## config.mk

```make
export PLATFORM = sky130hd
export DESIGN_NAME = max_gap_slot_allocator_core
export DESIGN_NICKNAME = d
export VERILOG_FILES = /design/src/rtl/core/mgsa_pkg.sv /design/src/rtl/core/mgsa_cell.sv /design/src/rtl/core/mgsa_scan.sv /design/src/rtl/core/max_gap_slot_allocator_core.sv
export SDC_FILE = /design/constraint.sdc
export NUM_CORES = 1
export LEC_CHECK = 0
export BUFFER_PORTS_ARGS = -buffer_cell sky130_fd_sc_hd__buf_4
export CORE_ASPECT_RATIO = 2
export CORE_UTILIZATION = 55
export DETAILED_ROUTE_END_ITERATION = 10
export MAX_ROUTING_LAYER = met4
export PLACE_DENSITY = 0.76
export REMOVE_ABC_BUFFERS = 1
export SLEW_MARGIN = 20
export SYNTH_ARGS = -nofsm -noshare
export SYNTH_HDL_FRONTEND = slang
export SYNTH_SLANG_ARGS = --single-unit
```

## constraint.sdc

```tcl
create_clock -name aclk -period 4.6 [get_ports aclk]
set_input_delay 0.23 -clock aclk [delete_from_list [all_inputs] [get_ports aclk]]
set_output_delay 0.23 -clock aclk [all_outputs]
set_load 0.01 [all_outputs]
```

## src/rtl/core/mgsa_pkg.sv

```systemverilog
package mgsa_pkg;

    // Widths fixed by the item fields and the register
    localparam int SEAT_W   = 6;
    localparam int STATUS_W = 2;
    localparam int COUNT_W  = 7;

    // Command carried on the input side-band
    typedef enum logic {
        CMD_TAKE    = 1'b0,
        CMD_RELEASE = 1'b1
    } cmd_t;

    // Result status codes
    localparam logic [STATUS_W-1:0] STATUS_OK      = 2'd0;
    localparam logic [STATUS_W-1:0] STATUS_FULL    = 2'd1;
    localparam logic [STATUS_W-1:0] STATUS_NOT_OCC = 2'd2;

    // Register index (byte address bit 2) and reset value
    localparam logic                 REG_SEAT_COUNT   = 1'b0;
    localparam logic [COUNT_W-1:0]   SEAT_COUNT_RESET = 7'd64;

    // Broadcast control for the ring of occupancy cells
    typedef struct packed {
        logic shift;
        logic set_bit;
        logic clr_bit;
    } cell_ctl_t;

    // Summary flags of one scan pass
    typedef struct packed {
        logic any_free;
        logic seen_occ;
    } scan_stat_t;

endpackage

```

## src/rtl/core/mgsa_cell.sv

```systemverilog
module mgsa_cell #(
    parameter int IW  = 6,
    parameter int POS = 0
) (
    input  logic                aclk,
    input  logic                aresetn,
    input  mgsa_pkg::cell_ctl_t ctl,
    input  logic [IW-1:0]       wr_idx,
    input  logic                shift_in,
    output logic                occ
);
    import mgsa_pkg::*;

    localparam logic [IW-1:0] MY_POS = IW'(POS);

    logic occ_reg;
    logic occ_next;

    // Rotate with the ring, or take a set/clear aimed at this position
    always_comb begin
        occ_next = occ_reg;
        if (ctl.shift) begin
            occ_next = shift_in;
        end else if (wr_idx == MY_POS) begin
            if (ctl.set_bit) begin
                occ_next = 1'b1;
            end else if (ctl.clr_bit) begin
                occ_next = 1'b0;
            end
        end
    end

    always_ff @(posedge aclk) begin
        if (!aresetn) begin
            occ_reg <= 1'b0;
        end else begin
            occ_reg <= occ_next;
        end
    end

    assign occ = occ_reg;

endmodule

```

## src/rtl/core/mgsa_scan.sv

```systemverilog
module mgsa_scan #(
    parameter int IW = 6
) (
    input  logic                 aclk,
    input  logic                 aresetn,
    input  logic                 clear,
    input  logic                 step_en,
    input  logic                 step_last,
    input  logic [IW-1:0]        pos,
    input  logic                 occ_bit,
    output mgsa_pkg::scan_stat_t stat,
    output logic [IW-1:0]        best_idx
);
    import mgsa_pkg::*;

    logic          any_free_reg, any_free_next;
    logic          seen_reg, seen_next;
    logic          found_reg, found_next;
    logic [IW-1:0] last_reg, last_next;
    logic [IW-1:0] best_idx_reg, best_idx_next;
    logic [IW-1:0] best_dist_reg, best_dist_next;

    logic [IW-1:0] gap;
    logic [IW-1:0] half;
    logic          cand_v;
    logic [IW-1:0] cand_idx;
    logic [IW-1:0] cand_dist;

    // Candidate slot for this position: leading edge, middle of a gap, or trailing edge
    always_comb begin
        gap       = pos - last_reg;
        half      = gap >> 1;
        cand_v    = 1'b0;
        cand_idx  = '0;
        cand_dist = '0;
        if (occ_bit) begin
            if (!seen_reg) begin
                if (pos != '0) begin
                    cand_v    = 1'b1;
                    cand_idx  = '0;
                    cand_dist = pos;
                end
            end else if (gap > IW'(1)) begin
                cand_v    = 1'b1;
                cand_idx  = last_reg + half;
                cand_dist = half;
            end
        end else if (step_last && seen_reg) begin
            cand_v    = 1'b1;
            cand_idx  = pos;
            cand_dist = gap;
        end
    end

    // Keep the first strictly larger distance so ties stay at the lower slot
    always_comb begin
        any_free_next  = any_free_reg;
        seen_next      = seen_reg;
        found_next     = found_reg;
        last_next      = last_reg;
        best_idx_next  = best_idx_reg;
        best_dist_next = best_dist_reg;
        if (clear) begin
            any_free_next = 1'b0;
            seen_next     = 1'b0;
            found_next    = 1'b0;
        end else if (step_en) begin
            if (occ_bit) begin
                seen_next = 1'b1;
                last_next = pos;
            end else begin
                any_free_next = 1'b1;
            end
            if (cand_v && (!found_reg || cand_dist > best_dist_reg)) begin
                found_next     = 1'b1;
                best_idx_next  = cand_idx;
                best_dist_next = cand_dist;
            end
        end
    end

    always_ff @(posedge aclk) begin
        if (!aresetn) begin
            any_free_reg <= 1'b0;
            seen_reg     <= 1'b0;
            found_reg    <= 1'b0;
        end else begin
            any_free_reg <= any_free_next;
            seen_reg     <= seen_next;
            found_reg    <= found_next;
        end
        last_reg      <= last_next;
        best_idx_reg  <= best_idx_next;
        best_dist_reg <= best_dist_next;
    end

    assign stat.any_free = any_free_reg;
    assign stat.seen_occ = seen_reg;
    assign best_idx      = best_idx_reg;

endmodule

```

## src/rtl/core/max_gap_slot_allocator_core.sv

```systemverilog
// Max-gap slot allocator.
// Input stream: s_tuser carries the command (take or release), s_tdata the
// slot to release. Each transfer yields exactly one result on the master
// stream: the granted or echoed slot and a status (ok, row full, slot was
// not occupied).
// The occupancy map lives in a ring of NUM_SEATS one-bit cells. Every item
// rotates the ring once around, so that each slot passes the scan unit at
// the head; after the rotation the ring is back in place, and the commit state
// sets or clears the chosen cell and loads the result register.
// A new item is accepted only after the previous one has left the commit state.
// The result register holds while the receiver stalls; the next item is still
// accepted, and its result waits only if the previous one has not been taken by
// the end of its rotation. Reset (aresetn low, synchronous) empties the row and
// sets seat_count to 64. seat_count is written over the APB port at address 0;
// the user must write it only while the block is idle, as the block itself
// does not enforce this.
module max_gap_slot_allocator_core #(
    parameter int NUM_SEATS = 64
) (
    input  logic        aclk,
    input  logic        aresetn,
    // APB configuration port
    input  logic        psel,
    input  logic        penable,
    input  logic        pwrite,
    input  logic [2:0]  paddr,
    input  logic [31:0] pwdata,
    output logic [31:0] prdata,
    output logic        pready,
    // Command stream
    input  logic        s_tvalid,
    output logic        s_tready,
    input  logic [7:0]  s_tdata,   // [5:0] seat_index, [7:6] zero
    input  logic [0:0]  s_tuser,   // [0] command
    // Result stream
    output logic        m_tvalid,
    input  logic        m_tready,
    output logic [7:0]  m_tdata    // [5:0] seat, [7:6] status
);
    import mgsa_pkg::*;

    localparam int IW = (NUM_SEATS > 1) ? $clog2(NUM_SEATS) : 1;
    localparam int CW = $clog2(NUM_SEATS + 1);
    localparam int XW = (CW > SEAT_W) ? CW : SEAT_W;
    localparam int MW = (CW > COUNT_W) ? CW : COUNT_W;

    typedef enum logic [1:0] {
        ST_IDLE,
        ST_SCAN,
        ST_FIN
    } state_t;

    state_t                state_reg, state_next;
    logic                  m_tvalid_reg, m_tvalid_next;
    logic [SEAT_W-1:0]     seat_out_reg, seat_out_next;
    logic [STATUS_W-1:0]   status_out_reg, status_out_next;
    cmd_t                  cmd_reg, cmd_next;
    logic [SEAT_W-1:0]     idx_reg, idx_next;
    logic [IW-1:0]         step_reg, step_next;
    logic [IW-1:0]         row_last_reg, row_last_next;
    logic                  hit_reg, hit_next;
    logic [COUNT_W-1:0]    seat_count_reg;

    logic [CW-1:0]         row_size;
    logic                  in_xfer;
    logic                  out_free;
    logic                  idx_hit;
    logic [NUM_SEATS-1:0]  occ;
    cell_ctl_t             cell_ctl;
    logic [IW-1:0]         wr_idx;
    logic [IW-1:0]         grant_idx;
    logic                  scan_clear;
    logic                  step_en;
    logic                  step_last;
    scan_stat_t            scan_stat;
    logic [IW-1:0]         best_idx;

    // Configuration register
    assign pready = 1'b1;

    always_ff @(posedge aclk) begin
        if (!aresetn) begin
            seat_count_reg <= SEAT_COUNT_RESET;
        end else if (psel && penable && pwrite && paddr[2] == REG_SEAT_COUNT) begin
            seat_count_reg <= pwdata[COUNT_W-1:0];
        end
    end

    assign prdata = (paddr[2] == REG_SEAT_COUNT) ? 32'(seat_count_reg) : 32'd0;

    // Clamp the row size to 1..NUM_SEATS
    always_comb begin
        if (seat_count_reg == '0) begin
            row_size = CW'(1);
        end else if (MW'(seat_count_reg) > MW'(NUM_SEATS)) begin
            row_size = CW'(NUM_SEATS);
        end else begin
            row_size = CW'(seat_count_reg);
        end
    end

    // Ring of occupancy cells, rotating toward cell 0
    genvar k;
    generate
        for (k = 0; k < NUM_SEATS; k++) begin : g_cell
            mgsa_cell #(
                .IW  (IW),
                .POS (k)
            ) u_cell (
                .aclk     (aclk),
                .aresetn  (aresetn),
                .ctl      (cell_ctl),
                .wr_idx   (wr_idx),
                .shift_in (occ[(k + 1) % NUM_SEATS]),
                .occ      (occ[k])
            );
        end
    endgenerate

    // Scan unit watching the head of the ring
    assign step_en   = (state_reg == ST_SCAN) && (step_reg <= row_last_reg);
    assign step_last = (step_reg == row_last_reg);

    mgsa_scan #(
        .IW (IW)
    ) u_scan (
        .aclk      (aclk),
        .aresetn   (aresetn),
        .clear     (scan_clear),
        .step_en   (step_en),
        .step_last (step_last),
        .pos       (step_reg),
        .occ_bit   (occ[0]),
        .stat      (scan_stat),
        .best_idx  (best_idx)
    );

    assign in_xfer    = s_tvalid && s_tready;
    assign scan_clear = in_xfer;
    assign out_free   = !m_tvalid_reg || m_tready;
    assign idx_hit    = (XW'(step_reg) == XW'(idx_reg));
    assign grant_idx  = scan_stat.seen_occ ? best_idx : '0;
    assign wr_idx     = (cmd_reg == CMD_TAKE) ? grant_idx : IW'(idx_reg);

    // Cell control: rotate while scanning, then set or clear one cell
    always_comb begin
        cell_ctl.shift   = (state_reg == ST_SCAN);
        cell_ctl.set_bit = (state_reg == ST_FIN) && out_free && (cmd_reg == CMD_TAKE)
                           && scan_stat.any_free;
        cell_ctl.clr_bit = (state_reg == ST_FIN) && out_free && (cmd_reg == CMD_RELEASE)
                           && hit_reg;
    end

    // Sequencer: accept, rotate once around, commit and present the result
    always_comb begin
        state_next      = state_reg;
        m_tvalid_next   = m_tvalid_reg;
        seat_out_next   = seat_out_reg;
        status_out_next = status_out_reg;
        cmd_next        = cmd_reg;
        idx_next        = idx_reg;
        step_next       = step_reg;
        row_last_next   = row_last_reg;
        hit_next        = hit_reg;

        if (m_tvalid_reg && m_tready) begin
            m_tvalid_next = 1'b0;
        end

        unique case (state_reg)
            ST_IDLE: begin
                if (in_xfer) begin
                    cmd_next      = cmd_t'(s_tuser[0]);
                    idx_next      = s_tdata[SEAT_W-1:0];
                    step_next     = '0;
                    row_last_next = IW'(row_size - CW'(1));
                    hit_next      = 1'b0;
                    state_next    = ST_SCAN;
                end
            end
            ST_SCAN: begin
                if (idx_hit && occ[0]) begin
                    hit_next = 1'b1;
                end
                if (step_reg == IW'(NUM_SEATS - 1)) begin
                    state_next = ST_FIN;
                end else begin
                    step_next = step_reg + IW'(1);
                end
            end
            ST_FIN: begin
                if (out_free) begin
                    m_tvalid_next = 1'b1;
                    if (cmd_reg == CMD_TAKE) begin
                        if (scan_stat.any_free) begin
                            seat_out_next   = SEAT_W'(grant_idx);
                            status_out_next = STATUS_OK;
                        end else begin
                            seat_out_next   = '0;
                            status_out_next = STATUS_FULL;
                        end
                    end else begin
                        seat_out_next   = idx_reg;
                        status_out_next = hit_reg ? STATUS_OK : STATUS_NOT_OCC;
                    end
                    state_next = ST_IDLE;
                end
            end
            default: begin
                state_next = ST_IDLE;
            end
        endcase
    end

    always_ff @(posedge aclk) begin
        if (!aresetn) begin
            state_reg    <= ST_IDLE;
            m_tvalid_reg <= 1'b0;
        end else begin
            state_reg    <= state_next;
            m_tvalid_reg <= m_tvalid_next;
        end
        seat_out_reg   <= seat_out_next;
        status_out_reg <= status_out_next;
        cmd_reg        <= cmd_next;
        idx_reg        <= idx_next;
        step_reg       <= step_next;
        row_last_reg   <= row_last_next;
        hit_reg        <= hit_next;
    end

    assign s_tready = (state_reg == ST_IDLE);
    assign m_tvalid = m_tvalid_reg;
    assign m_tdata  = {status_out_reg, seat_out_reg};

`ifndef SYNTHESIS
    // One item at a time: no transfer right after a transfer
    a_one_item: assert property (@(posedge aclk) disable iff (!aresetn)
        (s_tvalid && s_tready) |=> !s_tready)
        else $error("input accepted while an item is in progress");

    // A row-full result carries seat zero
    a_full_seat: assert property (@(posedge aclk) disable iff (!aresetn)
        (m_tvalid && m_tdata[7:6] == STATUS_FULL) |-> (m_tdata[5:0] == '0))
        else $error("row-full result with nonzero seat");

    // Results appear only out of the commit cycle
    a_result_src: assert property (@(posedge aclk) disable iff (!aresetn)
        $rose(m_tvalid) |-> $past(state_reg == ST_FIN))
        else $error("result raised outside the commit cycle");

    // Commit only after a full rotation of the ring
    a_full_turn: assert property (@(posedge aclk) disable iff (!aresetn)
        (state_reg == ST_SCAN && state_next == ST_FIN) |-> (step_reg == IW'(NUM_SEATS - 1)))
        else $error("ring left out of alignment at commit");
`endif

endmodule
```

Yosys cells after proc, flatten, opt, wreduce, memory -nomap -nowiden --
Index checks and enable logic that the tools add are counted.
Cells by class: multiplexer cells 167, equality and inequality tests 73, order comparisons 4, reduce and logical (&&, ||, !) cells 163, $add $sub $neg 4, bitwise logic cells 5
Operators by type and width (number):
- $eq 6x6->1 const B | 33
- $mux 1 | 141
- $reduce_and 2->1 | 69
- $reduce_bool 2->1 | 65
- $eq 6x5->1 const B | 16
- $mux 6 | 16
- $eq 6x4->1 const B | 8
- $eq 6x3->1 const B | 4
- $reduce_and 3->1 | 5
- $logic_and 1x1->1 | 14
- $eq 6x2->1 const B | 2
- $eq 6x6->1 | 2
- $pmux 6 s2 | 1
- $mux 2 | 5
- $gt 7x7->1 const B | 1
- $logic_not 7->1 | 1
- $mux 7 | 1
- $add 6x1->6 const B | 1
- $add 6x5->6 | 1
- $eq 6x1->1 const B | 1
- $gt 6x1->1 const B | 1
- $gt 6x6->1 | 1
- $le 6x6->1 | 1
- $logic_not 6->1 | 1
- other kinds (16) | 25
Word-level totals: word-level logic and storage cells 496, bits of input ports 51, register bits after elaboration 123

Depth between registers and ports, before layout --
Gate-level depths: netlist (run 1).
depth in word-level cells 9, mapped depth 15, mapped depth without buffers 15

Hierarchy --
Synthesis (run 1) repeated with hierarchy kept, for this count alone.
Unflattened totals: cell total of the unflattened synthesis 867, area total of the unflattened synthesis 8934.8 µm²
By module, submodules not included:
- max_gap_slot_allocator_core | area an instance 2084.5 µm², times used 1, cells an instance 194
- mgsa_scan | area an instance 1586.5 µm², times used 1, cells an instance 161
- mgsa_cell (g_cell[12].u_cell ...) | area an instance 87.6 µm², times used 11, cells an instance 9
- mgsa_cell (g_cell[11].u_cell ...) | area an instance 77.6 µm², times used 12, cells an instance 7
- mgsa_cell (g_cell[19].u_cell ...) | area an instance 85.1 µm², times used 10, cells an instance 9
- mgsa_cell (g_cell[15].u_cell ...) | area an instance 78.8 µm², times used 9, cells an instance 7
- mgsa_cell (g_cell[31].u_cell ...) | area an instance 76.3 µm², times used 6, cells an instance 7
- mgsa_cell (g_cell[0].u_cell ...) | area an instance 83.8 µm², times used 5, cells an instance 9
- mgsa_cell (g_cell[10].u_cell ...) | area an instance 75.1 µm², times used 4, cells an instance 7
- mgsa_cell (g_cell[28].u_cell ...) | area an instance 97.6 µm², times used 2, cells an instance 9
- mgsa_cell (g_cell[51].u_cell ...) | area an instance 95.1 µm², times used 2, cells an instance 9
- mgsa_cell (g_cell[16].u_cell ...) | area an instance 86.3 µm², times used 2, cells an instance 9
- mgsa_cell (g_cell[63].u_cell) | area an instance 73.8 µm², times used 1, cells an instance 7

Worst setup path before layout (run 1) --
No wires, ideal clock.
path kind register to register, start point register step_reg[0], end point register u_scan.best_dist_reg[0], enable pin, path slack 0.880 ns, setup time 0.385 ns, arrival 3.335 ns, cell stages (with the launch flop) 16, path buffers 0, required time 4.215 ns, cells stage by stage edfxtp_1 > inv_1 > ha_1 > inv_1 > fa_1 > a21o_1 > a21oi_1 > xnor2_1 > mux2i_1 > o21ai_0 > ha_1 > nand3_1 > a21boi_0 > o32a_1 > o211ai_1 > a21oi_1
Between the ends: cells in the longest elaborated chain, start to end 9, elaborated cells between the ends (all ways) 21, classes of those cells add/sub: 1; order compare: 3; eq/ne: 1; mux: 10; reduce/logical: 6
Ends and longest elaborated chain:
- start, declared | line max_gap_slot_allocator_core.sv:59 | logic [IW-1:0] step_reg, step_next;
- start signal, assigned | line max_gap_slot_allocator_core.sv:227 | step_reg <= step_next;
- $sub 6x6->6 | line mgsa_scan.sv:31 | gap = pos - last_reg;
- $gt 6x1->1 | line mgsa_scan.sv:43 | end else if (gap > IW'(1)) begin
- $mux 5 | line mgsa_scan.sv:43
- $mux 6 | line mgsa_scan.sv:37 | if (!seen_reg) begin
- $mux 6 * | line mgsa_scan.sv:36 | if (occ_bit) begin
- net u_scan.cand_dist[3] | line mgsa_scan.sv:27 | logic [IW-1:0] cand_dist;
- $gt 6x6->1 * | line mgsa_scan.sv:74 | if (cand_v && (!found_reg || cand_dist > best_dist_reg)) begin
- $logic_or 1x1->1 * | line mgsa_scan.sv:74
- $logic_and 1x1->1 * | line mgsa_scan.sv:74
- $reduce_and 3->1 (no line) *
- end signal, assigned | line mgsa_scan.sv:94 | best_dist_reg <= best_dist_next;
- end, declared | line mgsa_scan.sv:21 | logic [IW-1:0] best_dist_reg, best_dist_next;
Mark *: on every way through the listed nets, which the timed path passes. The rest lies on a longest branch. A chain may end at the register's enable or synchronous reset.

Worst setup path in the final report (run 1) --
start point register step_reg[0], end point register u_scan.best_idx_reg[4] (netlist: u_scan.best_idx[4]), enable pin
Between the ends: cells in the longest elaborated chain, start to end 9, elaborated cells between the ends (all ways) 21, classes of those cells add/sub: 1; order compare: 3; eq/ne: 1; mux: 10; reduce/logical: 6
Ends and longest elaborated chain:
- $sub 6x6->6 | line mgsa_scan.sv:31
- $gt 6x1->1 | line mgsa_scan.sv:43
- $mux 5 | line mgsa_scan.sv:43
- $mux 6 | line mgsa_scan.sv:37
- $mux 6 * | line mgsa_scan.sv:36
- net u_scan.cand_dist[3] | line mgsa_scan.sv:27
- $gt 6x6->1 * | line mgsa_scan.sv:74
- $logic_or 1x1->1 * | line mgsa_scan.sv:74
- $logic_and 1x1->1 * | line mgsa_scan.sv:74
- $reduce_and 3->1 (no line) *
- end signal, assigned | line mgsa_scan.sv:93 | best_idx_reg <= best_idx_next;
- end, declared | line mgsa_scan.sv:20 | logic [IW-1:0] best_idx_reg, best_idx_next;
Marked as above.

==> results of run 1 <==
## tightest hold or removal path: stages
cell,delay [ps]
sky130_fd_sc_hd__buf_4,80
sky130_fd_sc_hd__mux2i_1,50
sky130_fd_sc_hd__nand2_1,60
## placed cells by master, fill, tap and decap left out, types with 10 or more instances in the layout
master,count
sky130_fd_sc_hd__a31oi_1,23
sky130_fd_sc_hd__mux2i_1,42
sky130_fd_sc_hd__xor2_1,10
sky130_fd_sc_hd__ha_1,25
sky130_fd_sc_hd__nor2_1,24
sky130_fd_sc_hd__conb_1,26
sky130_fd_sc_hd__nor2b_1,18
sky130_fd_sc_hd__edfxtp_1,46
sky130_fd_sc_hd__or3_1,19
sky130_fd_sc_hd__o21ai_0,124
sky130_fd_sc_hd__nand2_1,32
sky130_fd_sc_hd__nand3_1,34
sky130_fd_sc_hd__clkbuf_16,19
sky130_fd_sc_hd__a21oi_1,76
sky130_fd_sc_hd__dfxtp_1,77
sky130_fd_sc_hd__nand4_1,12
sky130_fd_sc_hd__buf_4,52
sky130_fd_sc_hd__inv_1,29
## metrics by stage
| step | power [W] | hold slack (ps) | utilization [%] | instances | area (µm²) |
|---|---|---|---|---|---|
| floorplan | 0.001510 | 291.9 | - | 731 | 6705 |
| global placement | 0.001630 | 410.0 | 58.07 | 933 | 7291 |
| detailed placement | 0.001648 | 410.1 | 58.07 | 933 | 7291 |
| CTS | 0.002979 | 20.15 | 63.39 | 972 | 7959 |
| global route | 0.003087 | 34.60 | 63.42 | 972 | 7963 |
| finish | 0.002975 | 30.87 | 63.42 | 972 | 7963 |
## layer usage
layer | vias up | share of wire [%] | track usage (%)
li1 | 2871 | - | -
met1 | 2834 | 33 | 28.36
met2 | 275 | 54 | 52.25
met3 | 98 | 4.8 | 5.787
met4 | 0 | 7.7 | 22.73
met5 | - | 0 | -
## area by class of cell
cell class / instances / area share [%]
multi-input cells: 578 / 46.23
flip-flops and latches: 123 / 36.71
clock buffers: 20 / 6.144
repair buffers: 59 / 5.783
well taps: 150 / 2.357
inverters: 30 / 1.414
clock inverters: 12 / 1.367
## how the worst min path moves through the flow
| stage | start | to | cells past startpoint |
|---|---|---|---|
| 2_1_floorplan | aresetn | seat_count_reg[6]$_SDFFE_PN1P_ | 1 |
| 3_3_place_gp | s_tdata[4] | idx_reg[4]$_DFFE_PP_ | 1 |
| 3_5_place_dp | s_tdata[2] | idx_reg[2]$_DFFE_PP_ | 1 |
| 4_1_cts | pwdata[6] | seat_count_reg[6]$_SDFFE_PN1P_ | 3 |
| 5_1_grt | pwdata[6] | seat_count_reg[6]$_SDFFE_PN1P_ | 3 |
| 6_report | pwdata[6] | seat_count_reg[6]$_SDFFE_PN1P_ | 3 |
## power groups by stage
stage | clock, W | combinational [W] | sequential, W
detailed placement | 0 | 0.000382 | 0.00127
global route | 0.00140 | 0.000435 | 0.00125
finish | 0.00134 | 0.000395 | 0.00125
CTS | 0.00135 | 0.000389 | 0.00124
global placement | 0 | 0.000366 | 0.00126
floorplan | 0 | 0.000253 | 0.00126
## kinds of logic (layout without fill, tap and decap cells)
group / Yosys count / after routing / share of synthesized area [%]
AOI/OAI and AO/OA: 268 / 268 / 21.54
xor gates and xnor gates: 18 / 18 / 2.242
adders and majority gates: 27 / 27 / 5.017
buffers and inverters: 107 / 121 / 7.543
DFF: 123 / 123 / 41.56
muxes: 42 / 42 / 5.978
other: 2 / 26 / 0.1068
and+or+nand+nor: 197 / 197 / 16.01
## repair_timing
item                                   CTS  global route
gates resized for setup                  0             1
setup endpoints to repair                0            12
endpoints found under the hold margin    7             0
hold buffers                             7             0
==> parameters.txt, run 1 <==
Parameter                              Value

Status
  Result of the run ... complete, no violations

Synth
  Post-synthesis average cell area ... 8.971 µm²
  Fraction of registers with async set/reset ... 0%
  Yosys reg bits ... 123
  Count of warnings emitted by yosys ... 0
  Synth top cells by count ... sky130_fd_sc_hd__o21ai_0 (124), sky130_fd_sc_hd__a21oi_1 (77), sky130_fd_sc_hd__dfxtp_1 (77)
  Share of the synthesized area in the top cell type ... 21.92%
  Count of different cell masters after synthesis ... 63
  Gate Count Post-Synth ... approximately 800
  Cell type with the highest aggregate area in the netlist ... sky130_fd_sc_hd__dfxtp_1
  Number of synthesized flops with an enable pin ... 46
  Cells taking the most area after synthesis ... sky130_fd_sc_hd__dfxtp_1 (22%), sky130_fd_sc_hd__edfxtp_1 (20%), sky130_fd_sc_hd__o21ai_0 (8.8%)
  Most used flip-flop cell after synthesis ... sky130_fd_sc_hd__dfxtp_1
  Sequential share of the synthesized area ... around two fifths
  Post-synth design cell area ... 7033 µm²
  Cell with the most instances after synthesis ... sky130_fd_sc_hd__o21ai_0

Timing
  Summed negative setup slack over all endpoints ... 0 ps
  Final max-slew violation count ... 0
  Total setup violations reported at the end of the flow ... 0
  Skew final ... 9.839 ps
  Final critical-path required period ... approximately 4000 ps
  Slew of the pin with the lowest slew margin ... 954.2 ps
  Hold Fails Final Rpt ... 0
  Max Fclk ... between 200 and 300 MHz
  Unrepaired setup endpoints after global routing ... false
  Ratio of final minimum period to clock period ... roughly 86%
  Crit path setup slack, layout ... 626.8 ps
  Headroom to the max-slew limit ... 35.55%

Power
  Clock group share of total power ... 44.9%
  Peak supply drop ... 0.0003542 V
  Internal power ... between 0.002 and 0.0025 W
  Static Leak ... 3.223 nW
  Relative contribution of sequential cells to total power ... 41.8%
  Switching share of power ... 26.99%
  Net switching power figure ... 0.0008031 W
  Cell Pwr Density ... about 370 nW/µm²
  Share of total power in combinational logic ... a little over an eighth

Clock network
  TritonCTS buffer count ... 17
  Longest Clk Path Bufs ... 2
  # Post-CTS Setup Buffers ... 0
  Clock transition at the registers of the reported paths ... 60 ps
  Insertion delay to the later sink of the worst-skew pair ... 420 ps
  CTS sink cnt ... 123
  Clock tree from TritonCTS ... built
  H-tree levels ... 4
  Root buf cell ... sky130_fd_sc_hd__clkbuf_16

Routing
  Routed wirelength normalized by instance count ... approximately 19 µm
  Total number of vias ... 6078
  Number of nets with antenna violations after detailed routing ... 0
  Via density per instance ... 6.253
  First-pass iteration count of the detailed router ... 5
  Final wirelength ... 18.43 mm
  Number of design rule violations left after detail routing ... 0
  Initial detailed-routing violation count ... 449

Floorplan
  Std-Cell Rows ... 58
  Die span in y ... 161.9 µm
  Starting density of the core ... between 50 and 60%
  Placeable core region ... 12550 µm²
  Horizontal die dimension ... 81.96 µm
  Die footprint ... 13270 µm²
  Number of top-level design ports ... 94

Setup path
  Crit Path Category ... reg2reg
  Worst r2r path cells ... 15
  Critical Path Fanout Max ... 12
  Setup slack of the most critical reg-to-reg path ... 630 ps
  Critical path's top delay family ... compound AO/OA/AOI/OAI gates
  Worst flop-to-flop path startpoint ... step_reg[0]$_SDFFCE_PN0P_
  Arrival time of data at the critical path endpoint ... 4020 ps
  Kind of end point of the critical path ... flip-flop
  Slowest stage delay, CP ... 510 ps
  Worst endpoint required time ... 4650 ps
  Buf/Inv on CP ... 2
  Startpoint type of the worst setup path ... flip-flop
  Worst-path cell with the longest stage delay ... sky130_fd_sc_hd__a21oi_2
  Cell depth of the worst setup path ... 15
  Capture point of the worst reg-to-reg path ... u_scan.best_idx[4]$_DFFE_PP_
  Critical Path Source ... step_reg[0]$_SDFFCE_PN0P_
  Capture point of the worst path ... u_scan.best_idx[4]$_DFFE_PP_
  Cell breakdown of the critical path ... inv_1, ha_1, inv_1, fa_1, a21o_1, a21oi_1, xnor2_1, mux2i_1, o21ai_0, ha_1, nand3_1, a21boi_0, o32a_1, o211ai_1, a21oi_2

Layout
  Max reg flops ... 64
  Storage cell area ... 2923 µm²
  Area growth syn-to-layout ... 13.22%
  Layout cell share with drive strength beyond 1 ... 12.17%
  Total of fill cells in the finished design ... 1077
  Area of the multi-input gates ... about 3700 µm²
  Number of nets in the finished design ... 887
  Count of antenna diodes in the layout ... 0

GRT
  Leftover overflow at the end of global routing ... 0
  Antenna violations before repair ... 0
  Largest net degree at the start of global routing ... 113
  Number of global-route vias before repair ... 5973
  Tot GR Track Use ... 30.30%
  Global-route wire length before repair ... 29.06 mm

Placed design
  Final RePlAce weighted congestion ... just under 1
  Placement-stage worst setup slack ... 324.1 ps
  Input/output buffers ... 38
  HPWL after detailed placement ... 13.23 mm

Run
  Max-cap violations ... 0

Min path
  Type of the most critical hold path ... in2reg
(Power assumes the default switching activity.)
==> inputs of run 2 (changes only) <==
--- a/config.mk
+++ b/config.mk
@@ -6,7 +6,6 @@
 export NUM_CORES = 1
 export LEC_CHECK = 0
 export BUFFER_PORTS_ARGS = -buffer_cell sky130_fd_sc_hd__buf_4
-export CORE_ASPECT_RATIO = 2
 export CORE_UTILIZATION = 55
 export DETAILED_ROUTE_END_ITERATION = 10
 export MAX_ROUTING_LAYER = met4
==> run 2 against run 1 <==
  * Non-clock buffer count down 1
  * Combinational power down 2%
  * Sequential cell count unchanged
  * Via count about the same
  * Total power down 3.8%
  * Critical endpoint unchanged
  * Clock skew down 4.5 ps
  * Worst hold slack worse by 5.5 ps
  * Critical path depth unchanged
  * Utilization up 1.3 points
  * Wire length down 8.9%
  * Fmax up 3.6%
  * Largest cell class unchanged
==> parameters.txt, run 2 (same netlist as run 1, synthesis figures left out) <==
Parameter                              Value

GRT
  Largest net degree at the start of global routing ... 121 (+7.1%)
  Global-route wire length before repair ... 27.36 mm (-5.8%)
  Tot GR Track Use ... 27.83% (-2.5 points)
  Leftover overflow at the end of global routing ... 0 (unchanged)
  Antenna violations before repair ... 0 (unchanged)
  Number of global-route vias before repair ... 5470 (-8.4%)

Setup path
  Cell depth of the worst setup path ... 15 (unchanged)
  Startpoint type of the worst setup path ... flip-flop
  Setup slack of the most critical reg-to-reg path ... 760 ps (+140 ps)
  Crit Path Category ... reg2reg
  Buf/Inv on CP ... 2 (unchanged)
  Critical path's top delay family ... compound AO/OA/AOI/OAI gates
  Worst endpoint required time ... 4650 ps (about the same)
  Critical Path Source ... step_reg[0]$_SDFFCE_PN0P_
  Arrival time of data at the critical path endpoint ... 3890 ps (-130 ps)
  Worst-path cell with the longest stage delay ... sky130_fd_sc_hd__a21oi_2
  Slowest stage delay, CP ... 540 ps (+30 ps)
  Cell breakdown of the critical path ... inv_1, ha_1, inv_1, fa_1, a21o_1, a21oi_1, xnor2_1, mux2i_1, o21ai_0, ha_1, nand4_1, a21oi_1, o32a_1, o211ai_1, a21oi_2
  Worst flop-to-flop path startpoint ... step_reg[0]$_SDFFCE_PN0P_
  Capture point of the worst path ... u_scan.best_idx[4]$_DFFE_PP_
  Critical Path Fanout Max ... 12 (unchanged)
  Worst r2r path cells ... 15 (unchanged)
  Capture point of the worst reg-to-reg path ... u_scan.best_idx[4]$_DFFE_PP_
  Kind of end point of the critical path ... flip-flop

Power
  Peak supply drop ... 0.0002610 V (-26%)
  Static Leak ... 3.179 nW (-1.4%)
  Cell Pwr Density ... 360.7 nW/µm² (-3.5%)

Clock network
  Clock tree from TritonCTS ... built
  Count of instances resized after the clock tree is built ... 0 (unchanged)
  Root buf cell ... sky130_fd_sc_hd__clkbuf_16
  # hold bufs at CTS ... 7 (unchanged)
  CTS sink cnt ... 123 (unchanged)
  Longest Clk Path Bufs ... 2 (unchanged)
  TritonCTS buffer count ... 17 (unchanged)
  Insertion delay to the later sink of the worst-skew pair ... 420 ps (about the same)
  # Post-CTS Setup Buffers ... 0 (unchanged)
  Clock transition at the registers of the reported paths ... 50 ps (about the same)
  H-tree levels ... 4 (unchanged)

Status
  Result of the run ... complete, no violations

Floorplan
  Placeable core region ... 12260 µm² (-2.3%)
  Die footprint ... 13240 µm² (-0.21%)
  Die span in y ... 115.1 µm (-29%)
  Std-Cell Rows ... 40 (-31%)
  Starting density of the core ... 57.36% (+1.3 points)
  Horizontal die dimension ... 115.1 µm (+40%)
  Number of top-level design ports ... 94 (unchanged)

Layout
  Most common cell after layout, fill and taps aside ... sky130_fd_sc_hd__o21ai_0
  Max reg flops ... 64 (unchanged)
  Count of antenna diodes in the layout ... 0 (unchanged)
  Number of nets in the finished design ... 886 (-0.11%)
  Area growth syn-to-layout ... 12.79%
  Layout cell share with drive strength beyond 1 ... 11.94% (-0.23 points)
  Post-layout utilization of the core ... 64.69% (+1.3 points)
  Commonest cells after routing, fill and taps aside ... sky130_fd_sc_hd__o21ai_0 (124), sky130_fd_sc_hd__dfxtp_1 (77), sky130_fd_sc_hd__a21oi_1 (76)

Timing
  Unrepaired setup endpoints after global routing ... false
  Final max-slew violation count ... 0 (unchanged)
  Ratio of final minimum period to clock period ... 83.38% (-3.0 points)
  Total setup violations reported at the end of the flow ... 0 (unchanged)
  Final critical-path required period ... 3836 ps (-137.7 ps)
  Slew of the pin with the lowest slew margin ... 1034 ps (+79.98 ps)
  Summed negative setup slack over all endpoints ... 0 ps (unchanged)
  Max Fclk ... 260.7 MHz (+3.6%)
  Headroom to the max-slew limit ... 31.05% (-4.5 points)
  Crit path setup slack, layout ... 764.5 ps (+137.7 ps)
  Hold Fails Final Rpt ... 0 (unchanged)
  Skew final ... 5.321 ps (-4.518 ps)

Routing
  Final wirelength ... 16.78 mm (-8.9%)
  Initial detailed-routing violation count ... 590 (+31%)
  Routed wirelength normalized by instance count ... 16.97 µm (-11%)
  First-pass iteration count of the detailed router ... 5 (unchanged)
  Number of nets with antenna violations after detailed routing ... 0 (unchanged)
  Number of design rule violations left after detail routing ... 0 (unchanged)
  Total number of vias ... 6076 (-0.033%)
  Via density per instance ... 6.144 (-1.8%)

Placed design
  Final RePlAce weighted congestion ... 1.013 (+5.5%)
  Placement-stage worst setup slack ... 424.3 ps (+100.2 ps)
  Input/output buffers ... 38 (unchanged)
  HPWL after detailed placement ... 11.26 mm (-15%)

Run
  Max-cap violations ... 0 (unchanged)

Min path
  Number of instances on the worst hold path ... 3 (unchanged)
  Type of the most critical hold path ... in2reg
## run 2: worst min-delay path by stage
stage,start,end,slack (ps)
finish,pwdata[6],seat_count_reg[6]$_SDFFE_PN1P_,30
global route,pwdata[6],seat_count_reg[6]$_SDFFE_PN1P_,60
CTS,pwdata[6],seat_count_reg[6]$_SDFFE_PN1P_,20
detailed placement,s_tdata[3],idx_reg[3]$_DFFE_PP_,410
global placement,s_tuser,cmd_reg$_DFFE_PP_,410
floorplan,aresetn,seat_count_reg[6]$_SDFFE_PN1P_,290
## run 2: layer usage
metal / global-route usage, % / wire length, µm / up-vias
met3: 5.377 / 1253 / 56
met2: 41.57 / 7712 / 319
met1: 36.59 / 7295 / 2829
li1: - / - / 2872
met5: - / 0 / -
met4: 12.55 / 520 / 0
## run 2: final cells by class
type,instances,area (µm²)
clock inverters,15,127.6
inverters,30,112.6
repair buffers,58,452.9
flip-flops and latches,123,2923
fillers,999,4329
well taps,168,210.2
multi-input cells,578,3681
clock buffers,17,425.4
## run 2: power by group
part           switching (W)  internal, W
clock network       0.000496     0.000738
logic               0.000235     0.000152
registers          0.0000454      0.00120
## run 2: through the flow
stage	instances	hold slack (ps)	total power [W]	instance area (µm²)
2_1_floorplan	731	291.9	0.001510	6705
3_3_place_gp	950	410.4	0.001614	7306
3_5_place_dp	950	411.4	0.001634	7306
4_1_cts	989	17.08	0.002859	7929
5_1_grt	989	59.09	0.002973	7933
6_report	989	25.38	0.002862	7933
## run 2: worst min-delay path, delay by kind of cell
| kind | cells | cell delay, ps |
|---|---|---|
| buffers and inverters | 1 | 80 |
| AND/OR/NAND/NOR | 1 | 60 |
| multiplexers | 1 | 50 |
==> inputs of run 3 (changes only) <==
==> constraint.sdc (replaced) <==
create_clock -name aclk -period 3.9 [get_ports aclk]
set_input_delay 0.195 -clock aclk [delete_from_list [all_inputs] [get_ports aclk]]
set_output_delay 0.195 -clock aclk [all_outputs]
set_load 0.01 [all_outputs]
==> run 3 against run 2 <==
  * Utilization up 0.98 points
  * Fmax up 4.9%
  * Combinational power up 25%
  * Sequential share of layout area down 0.55 points
  * Sequential cell count unchanged
  * Count of clock-buffer cells in the layout up 6
  * Critical endpoint is now u_scan.best_idx[0]$_DFFE_PP_
  * Final cell count up 1.1%
  * Global-route usage up 2.1 points
==> parameters.txt, run 3 (same netlist as run 1, synthesis figures left out) <==
Parameter                              Value

Status
  Result of the run ... complete, no violations

Timing
  Final max-slew violation count ... 0 (unchanged)
  Hold Fails Final Rpt ... 0 (unchanged)
  Worst hold margin ... 24.35 ps (-1.026 ps)
  Skew final ... 17.18 ps (+11.86 ps)
  Total setup violations reported at the end of the flow ... 0 (unchanged)
  Ratio of final minimum period to clock period ... 93.72% (+10 points)
  Slew of the pin with the lowest slew margin ... 976.1 ps (-58.10 ps)
  Summed negative setup slack over all endpoints ... 0 ps (unchanged)
  Max Fclk ... 273.6 MHz (+4.9%)
  Headroom to the max-slew limit ... 34.93% (+3.9 points)
  Final critical-path required period ... 3655 ps (-180.5 ps)

Power
  Peak supply drop ... 0.0002707 V (+3.7%)
  Power consumption ... 0.003485 W (+22%)
  Cell Pwr Density ... 432.8 nW/µm² (+20%)
  Static Leak ... 3.265 nW (+2.7%)

Floorplan
  Horizontal die dimension ... 115.1 µm (unchanged)
  Die span in y ... 115.1 µm (unchanged)
  Placeable core region ... 12260 µm² (unchanged)
  Std-Cell Rows ... 40 (unchanged)
  Starting density of the core ... 57.36% (unchanged)
  Number of top-level design ports ... 94 (unchanged)
  Die footprint ... 13240 µm² (unchanged)

Layout
  Layout cell share with drive strength beyond 1 ... 12.86% (+0.92 points)
  Area of all placed cells without fillers ... 8053 µm² (+1.5%)
  Commonest cells after routing, fill and taps aside ... sky130_fd_sc_hd__o21ai_0 (124), sky130_fd_sc_hd__dfxtp_1 (77), sky130_fd_sc_hd__a21oi_1 (76)
  Post-layout utilization of the core ... 65.67% (+0.98 points)
  Max reg flops ... 64 (unchanged)
  Count of antenna diodes in the layout ... 0 (unchanged)
  Area of the multi-input gates ... 3689 µm² (+0.20%)
  Area growth syn-to-layout ... 14.50%
  Storage cell area ... 2923 µm² (unchanged)
  Most common cell after layout, fill and taps aside ... sky130_fd_sc_hd__o21ai_0
  Total of fill cells in the finished design ... 1026 (+2.7%)
  Number of nets in the finished design ... 897 (+1.2%)

Min path
  Worst Hold End ... seat_count_reg[3]$_SDFFE_PN0P_
  Hold Startpoint ... pwdata[3]
  Type of the most critical hold path ... in2reg
  Number of instances on the worst hold path ... 3 (unchanged)

Routing
  Final wirelength ... 17.67 mm (+5.3%)
  Routed wirelength normalized by instance count ... 17.67 µm (+4.2%)
  Total number of vias ... 6075 (-0.016%)
  Number of design rule violations left after detail routing ... 0 (unchanged)
  Initial detailed-routing violation count ... 706 (+20%)
  Via density per instance ... 6.075 (-1.1%)
  First-pass iteration count of the detailed router ... 5 (unchanged)
  Number of nets with antenna violations after detailed routing ... 0 (unchanged)

Setup path
  Startpoint type of the worst setup path ... flip-flop
  Worst r2r path cells ... 15 (unchanged)
  Worst flop-to-flop path startpoint ... step_reg[0]$_SDFFCE_PN0P_
  Kind of end point of the critical path ... flip-flop
  Critical Path Fanout Max ... 12 (unchanged)
  Setup slack of the most critical reg-to-reg path ... 240 ps (-520 ps)
  Capture point of the worst reg-to-reg path ... u_scan.best_idx[0]$_DFFE_PP_
  Crit Path Category ... reg2reg
  Arrival time of data at the critical path endpoint ... 3770 ps (-120 ps)
  Worst endpoint required time ... 4010 ps (-640 ps)

GRT
  Tot GR Track Use ... 29.91% (+2.1 points)
  Global-route wire length before repair ... 29.53 mm (+7.9%)
  Number of global-route vias before repair ... 5791 (+5.9%)
  Antenna violations before repair ... 0 (unchanged)
  Largest net degree at the start of global routing ... 115 (-5.0%)
  Leftover overflow at the end of global routing ... 0 (unchanged)

Clock network
  Longest Clk Path Bufs ... 2 (unchanged)
  Clock tree from TritonCTS ... built
  H-tree levels ... 4 (unchanged)
  CTS sink cnt ... 123 (unchanged)
  Root buf cell ... sky130_fd_sc_hd__clkbuf_16
  # Post-CTS Setup Buffers ... 0 (unchanged)
  Insertion delay to the later sink of the worst-skew pair ... 430 ps (about the same)
  Clock transition at the registers of the reported paths ... 60 ps (about the same)
  TritonCTS buffer count ... 17 (unchanged)

Placed design
  Input/output buffers ... 38 (unchanged)
  HPWL after detailed placement ... 11.92 mm (+5.8%)
  Final RePlAce weighted congestion ... 0.9048 (-11%)
  Placed instance area ... 7381 µm² (+1.0%)

Run
  Max-cap violations ... 0 (unchanged)
==> run 3: cell types whose count changed in the layout (fill, tap and decap cells not counted), moves of 2 or more <==
cell | before | now
sky130_fd_sc_hd__inv_4 | 0 | 3
sky130_fd_sc_hd__clkinv_4 | 4 | 1
sky130_fd_sc_hd__clkbuf_8 | 0 | 3
sky130_fd_sc_hd__clkbuf_1 | 0 | 2
sky130_fd_sc_hd__buf_4 | 51 | 61
sky130_fd_sc_hd__clkinvlp_4 | 4 | 0
==> run 3: timing repair <==
item,4_1_cts,5_1_grt
endpoints found under the setup margin,12,12
endpoints found under the hold margin,8,0
resized for setup,1,1
hold buffers,8,0
==> run 3: metal layers <==
metal | share of wire [%] | track usage, % | vias up
met3 | 6.7 | 6.800 | 23
met4 | 1.3 | 10.56 | 0
li1 | - | - | 2891
met2 | 46 | 45.10 | 257
met1 | 46 | 39.45 | 2904
met5 | 0 | - | -
==> run 3: layout make-up <==
class | count | area share [%]
Timing Repair Buffer | 69 | 6.681
Multi-Input combinational cell | 578 | 45.80
Sequential cell | 123 | 36.30
Inverter | 30 | 1.398
Clock inverter | 9 | 1.010
Clock buffer | 23 | 6.200
Tap cell | 168 | 2.610
==> run 3: critical path, cell delays in order (launching register included) <==
cell and delay [ps]:
sky130_fd_sc_hd__edfxtp_1 380, sky130_fd_sc_hd__inv_1 90, sky130_fd_sc_hd__ha_1 170, sky130_fd_sc_hd__inv_1 60
sky130_fd_sc_hd__fa_1 410, sky130_fd_sc_hd__a21o_1 170, sky130_fd_sc_hd__a21oi_1 170, sky130_fd_sc_hd__xnor2_1 220
sky130_fd_sc_hd__mux2i_1 120, sky130_fd_sc_hd__o21ai_0 310, sky130_fd_sc_hd__ha_1 320, sky130_fd_sc_hd__nand3_1 80
sky130_fd_sc_hd__a21boi_0 80, sky130_fd_sc_hd__o32a_1 340, sky130_fd_sc_hd__o211ai_1 280, sky130_fd_sc_hd__a21oi_4 150
==> run 3: worst max path at each step <==
| stage | start | endpoint | slack, ps | cells past startpoint |
|---|---|---|---|---|
| after floorplan | state_reg[1]$_SDFFE_PN0P_ | u_scan.best_dist_reg[0]$_DFFE_PP_ | -130 | 4 |
| after global placement | step_reg[0]$_SDFFCE_PN0P_ | u_scan.best_idx[2]$_DFFE_PP_ | 8 | 15 |
| after detailed placement | step_reg[0]$_SDFFCE_PN0P_ | u_scan.best_idx[2]$_DFFE_PP_ | -190 | 15 |
| after CTS | step_reg[0]$_SDFFCE_PN0P_ | u_scan.best_dist_reg[1]$_DFFE_PP_ | 190 | 15 |
| after global routing | step_reg[0]$_SDFFCE_PN0P_ | u_scan.best_dist_reg[1]$_DFFE_PP_ | -4 | 15 |
| final | step_reg[0]$_SDFFCE_PN0P_ | u_scan.best_idx[0]$_DFFE_PP_ | 240 | 15 |
==> run 3: power by group <==
group | switching [W] | total, W | leakage (nW) | internal (W)
registers | 0.0000525 | 0.00146 | 1.04 | 0.00141
clock network | 0.000576 | 0.00154 | 0.294 | 0.000964
logic | 0.000287 | 0.000482 | 1.93 | 0.000195
==> run 3: metrics by stage <==
step                      setup slack (ps)  std cells
after floorplan                     -134.7        731
after global placement               7.526        960
after detailed placement            -188.9        960
after CTS                            194.4       1000
after global routing                -3.982       1000
final                                244.9       1000
